File: config.mk
export PLATFORM = sky130hd
export DESIGN_NAME = isotp_receive_reassembler
export DESIGN_NICKNAME = d
export VERILOG_FILES = /design/src/isotp_pkg.sv /design/src/isotp_receive_reassembler.sv /design/src/isotp_front.sv /design/src/isotp_queue.sv /design/src/isotp_back.sv
export VERILOG_INCLUDE_DIRS = /design/src /design/src/src
export SDC_FILE = /design/constraint.sdc
export NUM_CORES = 1
export LEC_CHECK = 0
export BUFFER_PORTS_ARGS = -buffer_cell sky130_fd_sc_hd__buf_2
export CAP_MARGIN = 30
export CORE_UTILIZATION = 53
export CTS_BUF_LIST = sky130_fd_sc_hd__clkbuf_8 sky130_fd_sc_hd__clkbuf_16
export CTS_CLUSTER_SIZE = 8
export DETAILED_ROUTE_END_ITERATION = 16
export PLACE_DENSITY_LB_ADDON = 0.15
export SLEW_MARGIN = 0
export SYNTH_ARGS = -nofsm -noshare
export SYNTH_HDL_FRONTEND = slang
export SYNTH_SLANG_ARGS = --single-unit
export TNS_END_PERCENT = 50
File: constraint.sdc
create_clock -name clk -period 8.65 [get_ports clk]
set_clock_uncertainty 0.05 [all_clocks]
set_input_delay 0.4325 -clock clk [delete_from_list [all_inputs] [get_ports clk]]
set_output_delay 0.4325 -clock clk [all_outputs]
set_load 0.005 [all_outputs]
File: src/isotp_receive_reassembler_macros.svh
// Assertion macros shared by the ISO-TP receive reassembler modules.
`ifndef ISOTP_RECEIVE_REASSEMBLER_MACROS_SVH
`define ISOTP_RECEIVE_REASSEMBLER_MACROS_SVH

// Same-cycle implication, sampled on clk and disabled while rst_n is low.
`define ISOTP_ASSERT_IMP(label, ante, cons, msg) \
    label: assert property (@(posedge clk) disable iff (!rst_n) (ante) |-> (cons)) \
        else $error(msg);

// Next-cycle implication, sampled on clk and disabled while rst_n is low.
`define ISOTP_ASSERT_NXT(label, ante, cons, msg) \
    label: assert property (@(posedge clk) disable iff (!rst_n) (ante) |=> (cons)) \
        else $error(msg);

`endif

File: src/isotp_pkg.sv
// Shared types and constants of the ISO-TP receive reassembler.
`timescale 1ns / 1ps

package isotp_pkg;

    // Data byte slots carried by one job; one spare slot keeps indexing exact.
    localparam int unsigned ISOTP_SLOTS = 8;
    localparam int unsigned QUEUE_DEPTH = 2;

    // Input operation codes.
    localparam logic [1:0] OP_START = 2'd0;
    localparam logic [1:0] OP_FRAME = 2'd1;
    localparam logic [1:0] OP_TICK  = 2'd2;

    // Result kinds.
    localparam logic [1:0] KIND_BYTE   = 2'd0;
    localparam logic [1:0] KIND_FC     = 2'd1;
    localparam logic [1:0] KIND_STATUS = 2'd2;

    // Message status codes.
    localparam logic [2:0] ST_OK         = 3'd0;
    localparam logic [2:0] ST_NO_FRAME   = 3'd1;
    localparam logic [2:0] ST_BAD_TYPE   = 3'd2;
    localparam logic [2:0] ST_BAD_FF_LEN = 3'd3;
    localparam logic [2:0] ST_BAD_CF     = 3'd4;
    localparam logic [2:0] ST_SEQ        = 3'd5;
    localparam logic [2:0] ST_NCR        = 3'd6;
    localparam logic [2:0] ST_BAD_SF_LEN = 3'd7;

    // Protocol control information.
    localparam logic [7:0] PCI_MASK    = 8'hF0;
    localparam logic [7:0] PCI_SINGLE  = 8'h00;
    localparam logic [7:0] PCI_FIRST   = 8'h10;
    localparam logic [7:0] PCI_CONSEC  = 8'h20;
    localparam logic [7:0] FC_CTS      = 8'h30;
    localparam logic [3:0] SF_MAX_LEN  = 4'd7;
    localparam logic [2:0] FF_DATA_LEN = 3'd6;
    localparam logic [2:0] CF_DATA_LEN = 3'd7;

    // Configuration register indexes and reset values.
    localparam logic [1:0]  CFG_BLOCK_SIZE = 2'd0;
    localparam logic [1:0]  CFG_SEP_TIME   = 2'd1;
    localparam logic [1:0]  CFG_CTO        = 2'd2;
    localparam logic [15:0] CTO_RESET      = 16'd1000;

    // One accepted input beat.
    typedef struct packed {
        logic [1:0]                  operation;
        logic [28:0]                 frame_id;
        logic [ISOTP_SLOTS-1:0][7:0] bytes;
        logic [15:0]                 timeout_ms;
    } item_t;

    // All results caused by one input beat, in compact form.
    typedef struct packed {
        logic [ISOTP_SLOTS-1:0][7:0] data;
        logic [2:0]                  n_bytes;
        logic [11:0]                 base_index;
        logic                        has_fc;
        logic                        has_status;
        logic [2:0]                  status;
        logic [7:0]                  fc_bs;
        logic [7:0]                  fc_st;
        logic [11:0]                 length;
        logic [28:0]                 id;
    } job_t;

    // Head of the job queue as seen by the back end.
    typedef struct packed {
        logic valid;
        job_t job;
    } q_head_t;

endpackage

File: src/isotp_receive_reassembler.sv
// Top level of the ISO-TP receive reassembler.
//
//  Channel   Handshake                 Payload
//  input     in_valid / in_ready       operation, frame_id, byte0..byte7, timeout_ms
//  output    out_valid / out_ready     kind, payload_byte, byte_index, fc_byte0..2,
//                                      status, message_length, message_id, last
//  config    cfg_write                 cfg_index, cfg_data
//
// An input beat is decoded and applied to the protocol state in the cycle it is accepted.
// Its results (0 to 8) go to a two-entry job queue and leave the result sequencer one per
// cycle while out_ready does not hold them back.
// in_ready drops only while the job queue is full; the output register decouples out_ready.
// Reset is asynchronous and clears all control state; there is no clearing pass.
`timescale 1ns / 1ps

module isotp_receive_reassembler #(
    parameter int unsigned MAX_MESSAGE_LEN = 4095
) (
    input  logic        clk,
    input  logic        rst_n,
    input  logic        in_valid,
    output logic        in_ready,
    input  logic [1:0]  operation,
    input  logic [28:0] frame_id,
    input  logic [7:0]  byte0,
    input  logic [7:0]  byte1,
    input  logic [7:0]  byte2,
    input  logic [7:0]  byte3,
    input  logic [7:0]  byte4,
    input  logic [7:0]  byte5,
    input  logic [7:0]  byte6,
    input  logic [7:0]  byte7,
    input  logic [15:0] timeout_ms,
    output logic        out_valid,
    input  logic        out_ready,
    output logic [1:0]  kind,
    output logic [7:0]  payload_byte,
    output logic [11:0] byte_index,
    output logic [7:0]  fc_byte0,
    output logic [7:0]  fc_byte1,
    output logic [7:0]  fc_byte2,
    output logic [2:0]  status,
    output logic [11:0] message_length,
    output logic [28:0] message_id,
    output logic        last,
    input  logic        cfg_write,
    input  logic [1:0]  cfg_index,
    input  logic [15:0] cfg_data
);
    import isotp_pkg::*;

    item_t   item;
    job_t    job;
    q_head_t head;
    logic    push;
    logic    pop;
    logic    q_full;

    // Gather the input beat.
    always_comb
    begin
        item.operation  = operation;
        item.frame_id   = frame_id;
        item.bytes[0]   = byte0;
        item.bytes[1]   = byte1;
        item.bytes[2]   = byte2;
        item.bytes[3]   = byte3;
        item.bytes[4]   = byte4;
        item.bytes[5]   = byte5;
        item.bytes[6]   = byte6;
        item.bytes[7]   = byte7;
        item.timeout_ms = timeout_ms;
    end

    isotp_front #(
        .MAX_MESSAGE_LEN (MAX_MESSAGE_LEN)
    ) u_front (
        .clk       (clk),
        .rst_n     (rst_n),
        .in_valid  (in_valid),
        .in_ready  (in_ready),
        .item      (item),
        .cfg_write (cfg_write),
        .cfg_index (cfg_index),
        .cfg_data  (cfg_data),
        .q_full    (q_full),
        .push      (push),
        .job       (job)
    );

    isotp_queue u_queue (
        .clk      (clk),
        .rst_n    (rst_n),
        .push     (push),
        .push_job (job),
        .full     (q_full),
        .pop      (pop),
        .head     (head)
    );

    isotp_back u_back (
        .clk            (clk),
        .rst_n          (rst_n),
        .head           (head),
        .pop            (pop),
        .out_valid      (out_valid),
        .out_ready      (out_ready),
        .kind           (kind),
        .payload_byte   (payload_byte),
        .byte_index     (byte_index),
        .fc_byte0       (fc_byte0),
        .fc_byte1       (fc_byte1),
        .fc_byte2       (fc_byte2),
        .status         (status),
        .message_length (message_length),
        .message_id     (message_id),
        .last           (last)
    );

endmodule

File: src/isotp_front.sv
// Front end: protocol state, configuration registers and job building.
`timescale 1ns / 1ps

module isotp_front #(
    parameter int unsigned MAX_MESSAGE_LEN = 4095
) (
    input  logic                 clk,
    input  logic                 rst_n,
    input  logic                 in_valid,
    output logic                 in_ready,
    input  isotp_pkg::item_t     item,
    input  logic                 cfg_write,
    input  logic [1:0]           cfg_index,
    input  logic [15:0]          cfg_data,
    input  logic                 q_full,
    output logic                 push,
    output isotp_pkg::job_t      job
);
    import isotp_pkg::*;

    typedef enum logic [1:0] {
        PH_IDLE,
        PH_WAIT_FIRST,
        PH_RECEIVING
    } phase_t;

    localparam logic [11:0] MAX_LEN = 12'(MAX_MESSAGE_LEN);

    phase_t      phase_reg, phase_next;
    logic [15:0] wait_reg, wait_next;
    logic [3:0]  seq_reg, seq_next;
    logic [11:0] rem_reg, rem_next;
    logic [11:0] len_reg, len_next;
    logic [28:0] id_reg, id_next;
    logic [7:0]  bs_reg;
    logic [7:0]  st_reg;
    logic [15:0] cto_reg;

    logic                        accept;
    logic [7:0]                  pci;
    logic [3:0]                  nib;
    logic [11:0]                 ff_len;
    logic [2:0]                  cf_n;
    logic [ISOTP_SLOTS-1:0][7:0] data_from1;
    logic [ISOTP_SLOTS-1:0][7:0] data_from2;
    logic [ISOTP_SLOTS-1:0][7:0] j_data;
    logic [2:0]                  j_n;
    logic [11:0]                 j_base;
    logic                        j_fc;
    logic                        j_st;
    logic [2:0]                  j_status;

    assign in_ready = !q_full;
    assign accept   = in_valid && in_ready;

    // Field decode of the frame.
    assign pci    = item.bytes[0] & PCI_MASK;
    assign nib    = item.bytes[0][3:0];
    assign ff_len = {nib, item.bytes[1]};
    assign cf_n   = (rem_reg < 12'(CF_DATA_LEN)) ? rem_reg[2:0] : CF_DATA_LEN;

    // Data bytes aligned for single/consecutive frames and for first frames.
    always_comb
    begin
        for (int i = 0; i < ISOTP_SLOTS; i++)
        begin
            data_from1[i] = (i + 1 < ISOTP_SLOTS) ? item.bytes[(i + 1) % ISOTP_SLOTS] : 8'd0;
            data_from2[i] = (i + 2 < ISOTP_SLOTS) ? item.bytes[(i + 2) % ISOTP_SLOTS] : 8'd0;
        end
    end

    // Next protocol state and the job for this beat.
    always_comb
    begin
        phase_next = phase_reg;
        wait_next  = wait_reg;
        seq_next   = seq_reg;
        rem_next   = rem_reg;
        len_next   = len_reg;
        id_next    = id_reg;
        j_data     = '0;
        j_n        = '0;
        j_base     = '0;
        j_fc       = 1'b0;
        j_st       = 1'b0;
        j_status   = ST_OK;
        if (accept)
        begin
            case (item.operation)
                OP_START:
                begin
                    phase_next = PH_WAIT_FIRST;
                    wait_next  = item.timeout_ms;
                    id_next    = '0;
                    len_next   = '0;
                    rem_next   = '0;
                    seq_next   = 4'd1;
                end
                OP_TICK:
                begin
                    if (phase_reg != PH_IDLE)
                    begin
                        if (wait_reg <= 16'd1)
                        begin
                            wait_next  = '0;
                            phase_next = PH_IDLE;
                            j_st       = 1'b1;
                            if (phase_reg == PH_WAIT_FIRST)
                            begin
                                len_next = '0;
                                id_next  = '0;
                                j_status = ST_NO_FRAME;
                            end
                            else
                            begin
                                j_status = ST_NCR;
                            end
                        end
                        else
                        begin
                            wait_next = wait_reg - 16'd1;
                        end
                    end
                end
                OP_FRAME:
                begin
                    case (phase_reg)
                        PH_WAIT_FIRST:
                        begin
                            id_next = item.frame_id;
                            if (pci == PCI_SINGLE)
                            begin
                                len_next   = {8'd0, nib};
                                phase_next = PH_IDLE;
                                j_st       = 1'b1;
                                if (nib > SF_MAX_LEN)
                                begin
                                    j_status = ST_BAD_SF_LEN;
                                end
                                else
                                begin
                                    j_data = data_from1;
                                    j_n    = nib[2:0];
                                end
                            end
                            else if (pci == PCI_FIRST)
                            begin
                                len_next = ff_len;
                                if (ff_len <= 12'(FF_DATA_LEN) || ff_len > MAX_LEN)
                                begin
                                    phase_next = PH_IDLE;
                                    j_st       = 1'b1;
                                    j_status   = ST_BAD_FF_LEN;
                                end
                                else
                                begin
                                    j_data     = data_from2;
                                    j_n        = FF_DATA_LEN;
                                    j_fc       = 1'b1;
                                    rem_next   = ff_len - 12'(FF_DATA_LEN);
                                    seq_next   = 4'd1;
                                    wait_next  = cto_reg;
                                    phase_next = PH_RECEIVING;
                                end
                            end
                            else
                            begin
                                len_next   = '0;
                                phase_next = PH_IDLE;
                                j_st       = 1'b1;
                                j_status   = ST_BAD_TYPE;
                            end
                        end
                        PH_RECEIVING:
                        begin
                            if (pci != PCI_CONSEC)
                            begin
                                phase_next = PH_IDLE;
                                j_st       = 1'b1;
                                j_status   = ST_BAD_CF;
                            end
                            else if (nib != seq_reg)
                            begin
                                phase_next = PH_IDLE;
                                j_st       = 1'b1;
                                j_status   = ST_SEQ;
                            end
                            else
                            begin
                                j_data    = data_from1;
                                j_n       = cf_n;
                                j_base    = len_reg - rem_reg;
                                rem_next  = rem_reg - {9'd0, cf_n};
                                seq_next  = seq_reg + 4'd1;
                                wait_next = cto_reg;
                                if (rem_reg == {9'd0, cf_n})
                                begin
                                    phase_next = PH_IDLE;
                                    j_st       = 1'b1;
                                end
                            end
                        end
                        default:
                        begin
                        end
                    endcase
                end
                default:
                begin
                end
            endcase
        end
    end

    // Every result of a beat carries the message length and id left by that beat.
    always_comb
    begin
        job.data       = j_data;
        job.n_bytes    = j_n;
        job.base_index = j_base;
        job.has_fc     = j_fc;
        job.has_status = j_st;
        job.status     = j_status;
        job.fc_bs      = bs_reg;
        job.fc_st      = st_reg;
        job.length     = len_next;
        job.id         = id_next;
    end

    assign push = accept && (j_n != 3'd0 || j_fc || j_st);

    // Protocol state and configuration registers.
    always_ff @(posedge clk or negedge rst_n)
    begin
        if (!rst_n)
        begin
            phase_reg <= PH_IDLE;
            wait_reg  <= '0;
            seq_reg   <= 4'd1;
            rem_reg   <= '0;
            len_reg   <= '0;
            id_reg    <= '0;
            bs_reg    <= '0;
            st_reg    <= '0;
            cto_reg   <= CTO_RESET;
        end
        else
        begin
            phase_reg <= phase_next;
            wait_reg  <= wait_next;
            seq_reg   <= seq_next;
            rem_reg   <= rem_next;
            len_reg   <= len_next;
            id_reg    <= id_next;
            if (cfg_write)
            begin
                case (cfg_index)
                    CFG_BLOCK_SIZE: bs_reg  <= cfg_data[7:0];
                    CFG_SEP_TIME:   st_reg  <= cfg_data[7:0];
                    CFG_CTO:        cto_reg <= cfg_data;
                    default:
                    begin
                    end
                endcase
            end
        end
    end

endmodule

File: src/isotp_queue.sv
// Job queue between the front end and the result sequencer.
`timescale 1ns / 1ps
`include "isotp_receive_reassembler_macros.svh"

module isotp_queue (
    input  logic                 clk,
    input  logic                 rst_n,
    input  logic                 push,
    input  isotp_pkg::job_t      push_job,
    output logic                 full,
    input  logic                 pop,
    output isotp_pkg::q_head_t   head
);
    import isotp_pkg::*;

    localparam int unsigned PTR_W = (QUEUE_DEPTH > 1) ? $clog2(QUEUE_DEPTH) : 1;
    localparam int unsigned CNT_W = $clog2(QUEUE_DEPTH + 1);

    job_t             slot_reg [QUEUE_DEPTH];
    logic [PTR_W-1:0] wr_ptr_reg;
    logic [PTR_W-1:0] rd_ptr_reg;
    logic [CNT_W-1:0] count_reg;

    assign full       = (count_reg == CNT_W'(QUEUE_DEPTH));
    assign head.valid = (count_reg != '0);
    assign head.job   = slot_reg[rd_ptr_reg];

    // Job storage; payload needs no reset.
    always_ff @(posedge clk)
    begin
        if (push)
        begin
            slot_reg[wr_ptr_reg] <= push_job;
        end
    end

    // Pointers and fill count.
    always_ff @(posedge clk or negedge rst_n)
    begin
        if (!rst_n)
        begin
            wr_ptr_reg <= '0;
            rd_ptr_reg <= '0;
            count_reg  <= '0;
        end
        else
        begin
            if (push)
            begin
                wr_ptr_reg <= (wr_ptr_reg == PTR_W'(QUEUE_DEPTH - 1)) ? '0 : wr_ptr_reg + 1'b1;
            end
            if (pop)
            begin
                rd_ptr_reg <= (rd_ptr_reg == PTR_W'(QUEUE_DEPTH - 1)) ? '0 : rd_ptr_reg + 1'b1;
            end
            if (push && !pop)
            begin
                count_reg <= count_reg + 1'b1;
            end
            else if (pop && !push)
            begin
                count_reg <= count_reg - 1'b1;
            end
        end
    end

    `ISOTP_ASSERT_IMP(a_no_overflow, push, !full, "job pushed into a full queue")
    `ISOTP_ASSERT_IMP(a_no_underflow, pop, head.valid, "job popped from an empty queue")

endmodule

File: src/isotp_back.sv
// Back end: expands one job into result beats, one per cycle unless out_ready stalls, into the output register.
`timescale 1ns / 1ps
`include "isotp_receive_reassembler_macros.svh"

module isotp_back (
    input  logic                 clk,
    input  logic                 rst_n,
    input  isotp_pkg::q_head_t   head,
    output logic                 pop,
    output logic                 out_valid,
    input  logic                 out_ready,
    output logic [1:0]           kind,
    output logic [7:0]           payload_byte,
    output logic [11:0]          byte_index,
    output logic [7:0]           fc_byte0,
    output logic [7:0]           fc_byte1,
    output logic [7:0]           fc_byte2,
    output logic [2:0]           status,
    output logic [11:0]          message_length,
    output logic [28:0]          message_id,
    output logic                 last
);
    import isotp_pkg::*;

    logic [2:0]  cnt_reg;
    logic        out_valid_reg;
    logic [1:0]  kind_reg;
    logic [7:0]  pb_reg;
    logic [11:0] idx_reg;
    logic [7:0]  fc0_reg;
    logic [7:0]  fc1_reg;
    logic [7:0]  fc2_reg;
    logic [2:0]  status_reg;
    logic [11:0] len_reg;
    logic [28:0] id_reg;
    logic        last_reg;

    logic [3:0]  total;
    logic        load;
    logic        is_last;
    logic [1:0]  kind_next;

    // Result count of the head job and the kind of the beat at the current position.
    assign total   = {1'b0, head.job.n_bytes} + {3'd0, head.job.has_fc}
                   + {3'd0, head.job.has_status};
    assign is_last = ({1'b0, cnt_reg} + 4'd1 == total);
    assign load    = head.valid && (!out_valid_reg || out_ready);
    assign pop     = load && is_last;

    always_comb
    begin
        if (cnt_reg < head.job.n_bytes)
        begin
            kind_next = KIND_BYTE;
        end
        else if (head.job.has_fc && cnt_reg == head.job.n_bytes)
        begin
            kind_next = KIND_FC;
        end
        else
        begin
            kind_next = KIND_STATUS;
        end
    end

    // Output register payload.
    always_ff @(posedge clk)
    begin
        if (load)
        begin
            kind_reg   <= kind_next;
            pb_reg     <= (kind_next == KIND_BYTE) ? head.job.data[cnt_reg] : 8'd0;
            idx_reg    <= (kind_next == KIND_BYTE) ? head.job.base_index + {9'd0, cnt_reg}
                                                   : 12'd0;
            fc0_reg    <= (kind_next == KIND_FC) ? FC_CTS : 8'd0;
            fc1_reg    <= (kind_next == KIND_FC) ? head.job.fc_bs : 8'd0;
            fc2_reg    <= (kind_next == KIND_FC) ? head.job.fc_st : 8'd0;
            status_reg <= (kind_next == KIND_STATUS) ? head.job.status : ST_OK;
            len_reg    <= head.job.length;
            id_reg     <= head.job.id;
            last_reg   <= is_last;
        end
    end

    // Position within the job and output valid.
    always_ff @(posedge clk or negedge rst_n)
    begin
        if (!rst_n)
        begin
            cnt_reg       <= '0;
            out_valid_reg <= 1'b0;
        end
        else
        begin
            if (load)
            begin
                cnt_reg       <= is_last ? 3'd0 : cnt_reg + 3'd1;
                out_valid_reg <= 1'b1;
            end
            else if (out_ready)
            begin
                out_valid_reg <= 1'b0;
            end
        end
    end

    assign out_valid      = out_valid_reg;
    assign kind           = kind_reg;
    assign payload_byte   = pb_reg;
    assign byte_index     = idx_reg;
    assign fc_byte0       = fc0_reg;
    assign fc_byte1       = fc1_reg;
    assign fc_byte2       = fc2_reg;
    assign status         = status_reg;
    assign message_length = len_reg;
    assign message_id     = id_reg;
    assign last           = last_reg;

    `ISOTP_ASSERT_IMP(a_status_is_last, out_valid_reg && kind_reg == KIND_STATUS, last_reg,
                      "status beat not marked last")
    `ISOTP_ASSERT_IMP(a_cnt_in_job, head.valid, {1'b0, cnt_reg} < total,
                      "result position beyond the head job")

endmodule

### Word-level counts from Yosys, hierarchy flattened

Memory sizes are Yosys's and may differ from the RTL's.
Index checks and enable logic that the tools add are counted.

| storage, ports and cells | value |
|---|---|
| output and inout port bits | 93 |
| bits in writable memories | 282 |
| input bits | 134 |
| memories | 1 |
| word-level logic and storage cells | 216 |
| flip-flop bits (word level) | 206 |

Memories:

| name | depth | bits a word | read ports | clocked after memory_dff | write ports | RTL line | RTL |
|---|---|---|---|---|---|---|---|
| u_queue.slot_reg | 2 | 141 | 1 | 0 | 1 | isotp_queue.sv:19 | `job_t slot_reg [QUEUE_DEPTH];` |

| operators by class | value |
|---|---|
| add/subtract/negate cells | 14 |
| reduce and logical (&&, ||, !) cells | 32 |
| $lt $le $gt $ge | 7 |
| equal/unequal tests | 24 |
| mux-type cells | 114 |

Operators by type and width:

| kind | count |
|---|---|
| $mux W64 | 5 |
| $mux W12 | 17 |
| $mux W29 | 5 |
| $pmux W64 S2 | 1 |
| $mux W16 | 7 |
| $mux W56 | 2 |
| $pmux W29 S3 | 1 |
| $mux W3 | 18 |
| $mux W48 | 1 |
| $pmux W12 S2 | 2 |
| $pmux W16 S3 | 1 |
| $pmux W12 S3 | 1 |
| $pmux W16 S2 | 1 |
| $mux W2 | 14 |
| $bmux W8 S3 | 1 |
| $mux W1 | 21 |
| $mux W4 | 5 |
| $pmux W3 S2 | 3 |
| $le A16 B1 Y1 const B | 1 |
| $pmux W4 S2 | 2 |
| $sub A16 B1 Y16 const B | 1 |
| $ne A3 B3 Y1 const B | 5 |
| $add A12 B3 Y12 | 1 |
| $eq A12 B3 Y1 | 1 |
| 43 further kinds | 74 |

### Logic depth before layout (Yosys ltp)

Gate-level depths: netlist (run 1).

| logic depth | value |
|---|---|
| word-level depth | 16 |
| mapped depth | 17 |
| depth with buffers taken out | 13 |

### Cells and area by module

A second synthesis (run 1) with hierarchy kept.

| second synthesis, totals | value |
|---|---|
| cell total of the unflattened synthesis | 1,461 |
| area, all modules | 21,455.6 µm² |

By module, submodules not included:

| module | times used | area an instance (µm²) | cells each | sequential area each (µm²) |
|---|---|---|---|---|
| isotp_queue | 1 | 10,687.8 | 455 | 8,568.2 |
| isotp_front | 1 | 6,849.1 | 764 | 2,686.3 |
| isotp_back | 1 | 3,918.8 | 242 | 2,592.5 |

### Worst setup path before layout (run 1)

Ideal clock, no wire load.

| timing | value |
|---|---|
| path type | reg2reg |
| start point | register u_front.rem_reg[8] |
| end point | memory u_queue.slot_reg[1][0] in the netlist's numbering (enable) |
| data arrival time | 8,052 ps |
| path slack | -94 ps |
| buffers on the path | 0 |
| required time | 7,958 ps |
| stages on the path, launching flop included | 8 |
| library setup time | 642 ps |
| path through | dfrtp_1 or4_1 nor4b_2 nand2_1 a31o_2 a21oi_1 nor4_2 nor2b_1 |

RTL lines:

| what | RTL line | RTL |
|---|---|---|
| start: declaration | isotp_front.sv:32 | `logic [11:0] rem_reg, rem_next;` |
| start signal: assignment | isotp_front.sv:252 | `rem_reg <= rem_next;` |
| end: declaration | isotp_queue.sv:19 |  |

### Worst setup path after layout (run 1)

| timing | value |
|---|---|
| start point | register u_queue.rd_ptr_reg |
| end point | register u_queue.count_reg[1] |

| on the way | value |
|---|---|
| longest elaborated chain between the ends | 8 |
| elaborated cells between the ends (all ways) | 10 |

RTL lines:

| what | RTL line | RTL |
|---|---|---|
| start: declaration | isotp_queue.sv:21 | `logic [PTR_W-1:0] rd_ptr_reg;` |
| start signal: assignment | isotp_queue.sv:54 | `rd_ptr_reg <= (rd_ptr_reg == PTR_W'(QUEUE_DEPTH - 1)) ? '0 : rd_ptr_reg + 1'b1;` |
| $mem_v2 Z2 W141 (*) | - |  |
| $add A3 B1 Y4 | isotp_back.sv:44 | `assign total = {1'b0, head.job.n_bytes} + {3'd0, head.job.has_fc}` |
| $add A4 B1 Y4 (*) | isotp_back.sv:45 | `+ {3'd0, head.job.has_status};` |
| $eq A4 B4 Y1 (*) | isotp_back.sv:46 | `assign is_last = ({1'b0, cnt_reg} + 4'd1 == total);` |
| via u_back.is_last | isotp_back.sv:40 | `logic is_last;` |
| $logic_and A1 B1 Y1 (*) | isotp_back.sv:48 | `assign pop = load && is_last;` |
| $logic_not A1 Y1 | isotp_queue.sv:56 | `if (push && !pop)` |
| $logic_and A1 B1 Y1 | isotp_queue.sv:56 |  |
| $mux W2 or $reduce_bool A2 Y1 (tied branches) | - |  |
| end signal: assignment | isotp_queue.sv:58 | `count_reg <= count_reg + 1'b1;` |
| end signal: assignment | isotp_queue.sv:62 | `count_reg <= count_reg - 1'b1;` |
| end: declaration | isotp_queue.sv:22 | `logic [CNT_W-1:0] count_reg;` |

The timed path passes the listed nets; every way through them passes the cells marked *.
A chain may end at the register's enable or synchronous reset.

==> results of run 1 <==
[power by group]
| group | leakage [nW] | internal (mW) | switching [mW] |
|---|---|---|---|
| clock network | 1.09 | 1.43 | 0.923 |
| registers | 4.50 | 2.87 | 0.243 |
| logic | 3.25 | 0.770 | 1.02 |
| total | 8.85 | 5.07 | 2.19 |
[metrics by stage]
stage | cell area, um^2 | instances | utilization, % | total power, mW | hold WS [ns]
floorplan | 20300 | 1495 | - | 4.290 | 0.08691
global placement | 21890 | 2161 | 58.13 | 4.889 | 0.3950
detailed placement | 21950 | 2164 | 58.28 | 4.942 | 0.4046
CTS | 23910 | 2280 | 63.47 | 7.318 | 0.001947
global route | 23940 | 2282 | 63.55 | 7.634 | 0.01635
finish | 23940 | 2282 | 63.55 | 7.258 | 0.03190
[path summary, 6_finish.rpt]
check	from	slack [ns]	to	depth (start not counted)
worst min-delay path	cfg_data[13]	0.03	u_front.cto_reg[13]	2
min in group asynchronous	rst_n	0.41	u_front.id_reg[10]	2
worst max register to register	u_queue.rd_ptr_reg	4.42	u_queue.count_reg[1]	12
worst max-delay path	u_queue.rd_ptr_reg	4.42	u_queue.count_reg[1]	12
max in group asynchronous	rst_n	6.69	u_queue.wr_ptr_reg	3
worst min register to register	u_front.st_reg[5]	0.41	u_queue.slot_reg[1][46]	0
[layout by cell type, fill, tap and decap left out, types with 20 or more instances in the layout]
cell	n
buf_4	20
a211oi_1	21
mux2_2	83
inv_1	74
a21oi_1	93
o21ai_0	70
clkbuf_16	69
a22oi_1	50
dfrtp_1	107
nor3_1	24
edfxtp_1	349
buf_2	219
nor2_1	134
mux4_2	24
nand2_1	100
mux2i_1	39
ha_1	31
xnor2_1	28
xor2_1	20
[synthesized netlist by cell type (all sizes together), types with 3 or more instances]
cell    count
nand3      19
buf        25
clkbuf     59
a311oi      3
a22oi      50
a21oi      93
a32oi       3
nor3b       4
or4         4
mux4       24
mux2i      39
nor2b       7
o21ai      72
a211oi     21
nor3       27
nor2      135
edfxtp    349
fa          3
a31oi       3
nand4       8
mux2       83
o21a        5
nand3b      4
and2       12
nor4       11
dfrtp     108
and3       13
ha         32
dfstp       7
nand2b      7
xor2       20
xnor2      28
nand2     100
o311ai      4
or3        10
a21o       10
inv        35
a22o       16
o211ai     13
[final cells by class]
class | instances | share of cell area (%)
Antenna cell | 1 | 0.01045
Clock buffer | 69 | 7.213
Clock inverter | 46 | 0.9095
Inverter | 35 | 0.5540
Multi-Input combinational cell | 912 | 27.18
Sequential cell | 464 | 55.85
Tap cell | 511 | 2.671
Timing Repair Buffer | 244 | 5.608
[worst max-delay path, delay by kind of cell, from the launching register on]
family | cells | cell delay, ns
and+or+nand+nor | 3 | 0.93
adders and majority gates | 3 | 0.95
DFF | 1 | 0.96
xor gates and xnor gates | 5 | 0.79
muxes | 1 | 0.45
[kinds of logic after synthesis]
group	Yosys count	share of synthesized area, %
xor+xnor	48	2.073
fa+ha+maj	35	2.271
flops	464	65.92
buf+inv	119	2.394
other cells	1	0.01849
simple gates	369	8.503
compound gates	308	9.625
mux	146	9.200
[per-layer routing]
metal	share of wire, %	global-route usage (%)
met5	0	0
met3	6.4	4.644
met4	2.0	8.671
met1	44	35.27
met2	47	38.25
==> run metrics, run 1 <==
initial DRC count 1,038; grt total ovfl 0; first-pass GRT wire length 73,230 um; CTS tree yes; Critical Path AT 4.67 ns; Sinks on Clock Net 464; achievable frequency roughly 240 MHz; Die Y slightly below 200 um; Setup WS pre-CTS 4.327 ns; top cells by area, synth edfxtp_1 (52%), dfrtp_1 (13%), mux2_2 (4.6%), mux4_2 (2.7%), nor2_1 (2.5%); Tcrit/Tclk final 48.87%; RSZ-0062 raised after global routing no; worst slew pin tran roughly 1.0 ns; Ys Warns 0; Yosys reg bits 464; Worst Setup End Kind flip-flop; largest net degree at the start of global routing 69; Hold Crit Class in -> reg; mean number of vias per cell 5.722; Mapped Cells 1,490; total wire length 47,280 um; initial antenna violation count 1; endpoints failing hold 0; Root Buffer Master clkbuf_16; worst vdd ir between 0.15 and 0.2 mV; top cell type's share of synthesized area 51.68%; EDFF count, synth approximately 350; DRC viols 0; routability cong. 0.8840; post-CTS sizing 0; WL per Instance approximately 21 um; Buffers on Ports 220; GRT Total Usage around 25%; via count 13,060; Slew Limit Fails 0; syn avg cell area roughly 14 um^2; Layout fillers 2,884; Reg clk slew, reported paths 0.05 ns; number of post-CTS setup repair buffers 0; CTS buffer count 68; critical path class reg -> reg; Max Cap Viol 0; FF/Latch Area 13,370 um^2; CP Launch Type flip-flop; # rows 71; final net count roughly 1,900; Required @ worst endpoint 9.09 ns; async set-reset flop share out of synthesis 24.78%; Die X-Extent 197.6 um; leak pwr 8.849 nW; crit-path cells mux2_2 > fa_1 > ha_1 > xnor2_1 > xnor2_1 > xnor2_1 > nor4_1 > nand2_1 > ha_1 > xor2_1 > nor2_1 > xor2_1; I/O pins 227; Final Setup Violations 0; Slew headroom 33.20%; DP HPWL 30,720 um; CTS Hold Bufs 1; area added between synthesis and finish 18.05%; slowest CP cell dfrtp_4; max FFs per register 266; slowest stage delay, CP ~0.96 ns; share of cells above drive strength 1 approximately 26%; die area 39,050 um^2; most used cell, CP xnor2_1; Final ANT Viol Nets 0; Critical Path Fanout Max 55; total negative slack 0 ns; vias in the first global route ~13,000; drt first pass iters 6; core footprint 37,670 um^2; clk_lat worst skew about 0.58 ns; top_reg_cell synth edfxtp_1; outcome completed; sequential-to-total area share from yosys stat 65.92%; Initial Util a little over half; Final min period about 4.2 ns; Longest Clk Path Bufs 3; Yosys cell types 66; footprint of the multi-input gates about 6500 um^2; synthesized cell area 20,280 um^2; Synth area leader edfxtp_1; pwr dens 303.2 nW/um^2; final worst setup slack between 4 and 5 ns; # H-tree levels 3
(Power assumes the default switching activity.)
==> run 2, diff against run 1 <==
Settings changed: ABC_AREA from default to 1.
Clock period 8.65 ns to 3.6 ns, I/O delays scaled along.
==> run 2 against run 1 <==
Combinational power increased to 3.1 times the previous value. Sequential power increased by 140%. Fmax increased by 34%. Clock-buffer cell count unchanged. Via count increased by 23%.
==> run metrics, run 2 <==
Hold Crit Class in -> reg; EDFF count, synth 349 (unchanged); GRT Total Usage 27.00% (+2.3 points); die area 40,220 um^2 (+3.0%); Die Y 200.6 um (+1.5%); total wire length 53,870 um (+14%); endpoints failing hold 0 (unchanged); clk_lat worst skew 0.57 ns (about the same); CP Launch Type flip-flop; critical path class reg -> reg; Buffers on Ports 220 (unchanged); Initial Util 53.94% (+0.10 points); worst vdd ir 0.4005 mV (+140%); top cell type's share of synthesized area 50.16% (-1.5 points); Die X-Extent 200.6 um (+1.5%); Setup WS pre-CTS 0.4617 ns (-3.865 ns); count leader, synth nand2_1; Yosys reg bits 464 (unchanged); hold slack 0.02090 ns (-0.01100 ns); post-CTS sizing 0 (unchanged); I/O pins 227 (unchanged); core footprint 38,740 um^2 (+2.8%); Critical Path Fanout Max 27 (-51%); Slew Limit Fails 0 (unchanged); Mapped Cells 1,995 (+34%); Required @ worst endpoint 3.99 ns (-5.10 ns); most instantiated cells after synthesis nand2_1 (496), edfxtp_1 (349), o21ai_0 (181); first-pass GRT wire length 84,670 um (+16%); Final ANT Viol Nets 0 (unchanged); worst slew pin tran 0.8229 ns (-0.1792 ns); DP HPWL 34,580 um (+13%); leak pwr 10.58 nW (+20%); Sinks on Clock Net 464 (unchanged); Root Buffer Master clkbuf_16; Worst Setup End Kind flip-flop; slowest stage delay, CP 0.61 ns (-0.35 ns); initial antenna violation count 0 (-1); DRC viols 0 (unchanged); share of cells above drive strength 1 17.82% (-7.8 points); Reg clk slew, reported paths 0.05 ns (about the same); outcome completed; Final min period 3.160 ns (-1.067 ns); Max Cap Viol 0 (unchanged); Critical Path AT 3.55 ns (-1.12 ns); Yosys cell types 55 (-17%); RSZ-0062 raised after global routing no; Ys Warns 0 (unchanged); initial DRC count 1,573 (+52%); top cells by area, synth edfxtp_1 (50%), dfrtp_1 (13%), nand2_1 (8.9%), o21ai_0 (4.3%), a21oi_1 (3.1%); vias in the first global route 15,720 (+22%); grt total ovfl 0 (unchanged); total negative slack 0 ns (unchanged); final worst setup slack 0.4397 ns (-3.983 ns); Tcrit/Tclk final 87.79% (+39 points); async set-reset flop share out of synthesis 24.78% (unchanged); via count 16,020 (+23%); commonest non-fill, non-tap cell in the layout nand2_1; # H-tree levels 3 (unchanged); routability cong. 0.9224 (+4.3%); Synth area leader edfxtp_1; # rows 72 (+1.4%); crit-path cells mux2i_1 > inv_1 > fa_1 > ha_1 > xor2_1 > nor2_1 > nand2_1 > nor2_1 > nand2_1 > ha_1 > a21oi_1 > o21ai_0 > xnor2_1; syn avg cell area 10.47 um^2 (-23%); max FFs per register 266 (unchanged); drt first pass iters 8 (+2); Slew headroom 45.14% (+12 points); CTS tree yes; final net count 2,497 (+32%); top_reg_cell synth edfxtp_1; synthesized cell area 20,890 um^2 (+3.0%); sequential-to-total area share from yosys stat 63.97% (-1.9 points); slowest CP cell dfrtp_4; Final Setup Violations 0 (unchanged); achievable frequency 316.4 MHz (+34%); pwr dens 722.7 nW/um^2 (+140%); mean number of vias per cell 5.536 (-3.2%); largest net degree at the start of global routing 81 (+17%); area added between synthesis and finish 22.23%; CTS buffer count 67 (-1.5%); Longest Clk Path Bufs 3 (unchanged); WL per Instance 18.62 um (-10%); most frequent cells in the layout nand2_1 (492), edfxtp_1 (349), buf_2 (219)
==> run 2: power by group <==
group	internal [mW]	switching [mW]	leakage (nW)
clock network	3.41	2.16	1.09
logic	1.84	3.62	4.95
registers	6.93	0.496	4.54
==> run 2: repair_timing <==
action                    in CTS  in global routing
hold buffers                  99                  0
setup buffers                  0                  0
hold endpoints to repair     200                  0
==> run 2: worst max-delay path, delay by kind of cell, from the launching register on <==
kind | cells | cell delay, ns
muxes | 1 | 0.24
DFF | 1 | 0.61
and+or+nand+nor | 4 | 0.47
buffers and inverters | 1 | 0.09
xor gates and xnor gates | 2 | 0.29
AOI/OAI and AO/OA | 2 | 0.22
adders and majority gates | 3 | 1.08
==> run 2: path summary, 6_finish.rpt <==
path / from / to / slack (ns) / cells past startpoint
setup / recovery: u_queue.rd_ptr_reg / u_queue.count_reg[1] / 0.44 / 13
hold / removal: byte6[4] / u_queue.slot_reg[1][121] / 0.02 / 3
setup reg to reg: u_queue.rd_ptr_reg / u_queue.count_reg[1] / 0.44 / 13
hold reg to reg: u_front.bs_reg[0] / u_queue.slot_reg[1][49] / 0.42 / 0
max in group asynchronous: rst_n / u_front.seq_reg[0] / 2.40 / 3
min in group asynchronous: rst_n / u_front.id_reg[21] / 0.18 / 2
==> run 2: metrics by stage <==
stage,std cells,instance area (um^2),util [%],total power [mW]
global route,2892,25540,65.92,19.49
floorplan,2000,21020,-,10.94
global placement,2676,22580,58.29,12.72
CTS,2891,25510,65.85,18.52
detailed placement,2677,22610,58.36,12.84
finish,2893,25540,65.93,18.46
==> run 2: cell type report <==
| class | instances | area (um^2) |
|---|---|---|
| flip-flops and latches | 464 | 13370 |
| clock inverters | 46 | 182.7 |
| well taps | 518 | 648.1 |
| multi-input cells | 1289 | 6575 |
| inverters | 151 | 578.1 |
| clock buffers | 69 | 1727 |
| fillers | 2989 | 13200 |
| diodes | 1 | 2.502 |
| repair buffers | 355 | 2455 |
==> run 2: logic make-up (layout without fill, tap and decap cells) <==
family	after synthesis	count (layout)	share of synthesized area, %
simple gates	778	778	15.19
flops	464	464	63.97
compound gates	439	439	12.12
buf+inv	247	621	5.090
fa+ha+maj	35	35	2.204
xor+xnor	22	22	0.9222
mux	9	9	0.4791
other cells	1	7	0.01795
==> run 2: layer usage <==
metal	routed length, um	GRT usage [%]	part of all wire, %
met1	22590	37.16	42
met2	25620	43.18	48
met4	1498	9.760	2.8
met3	4148	4.919	7.7
met5	0	0	0
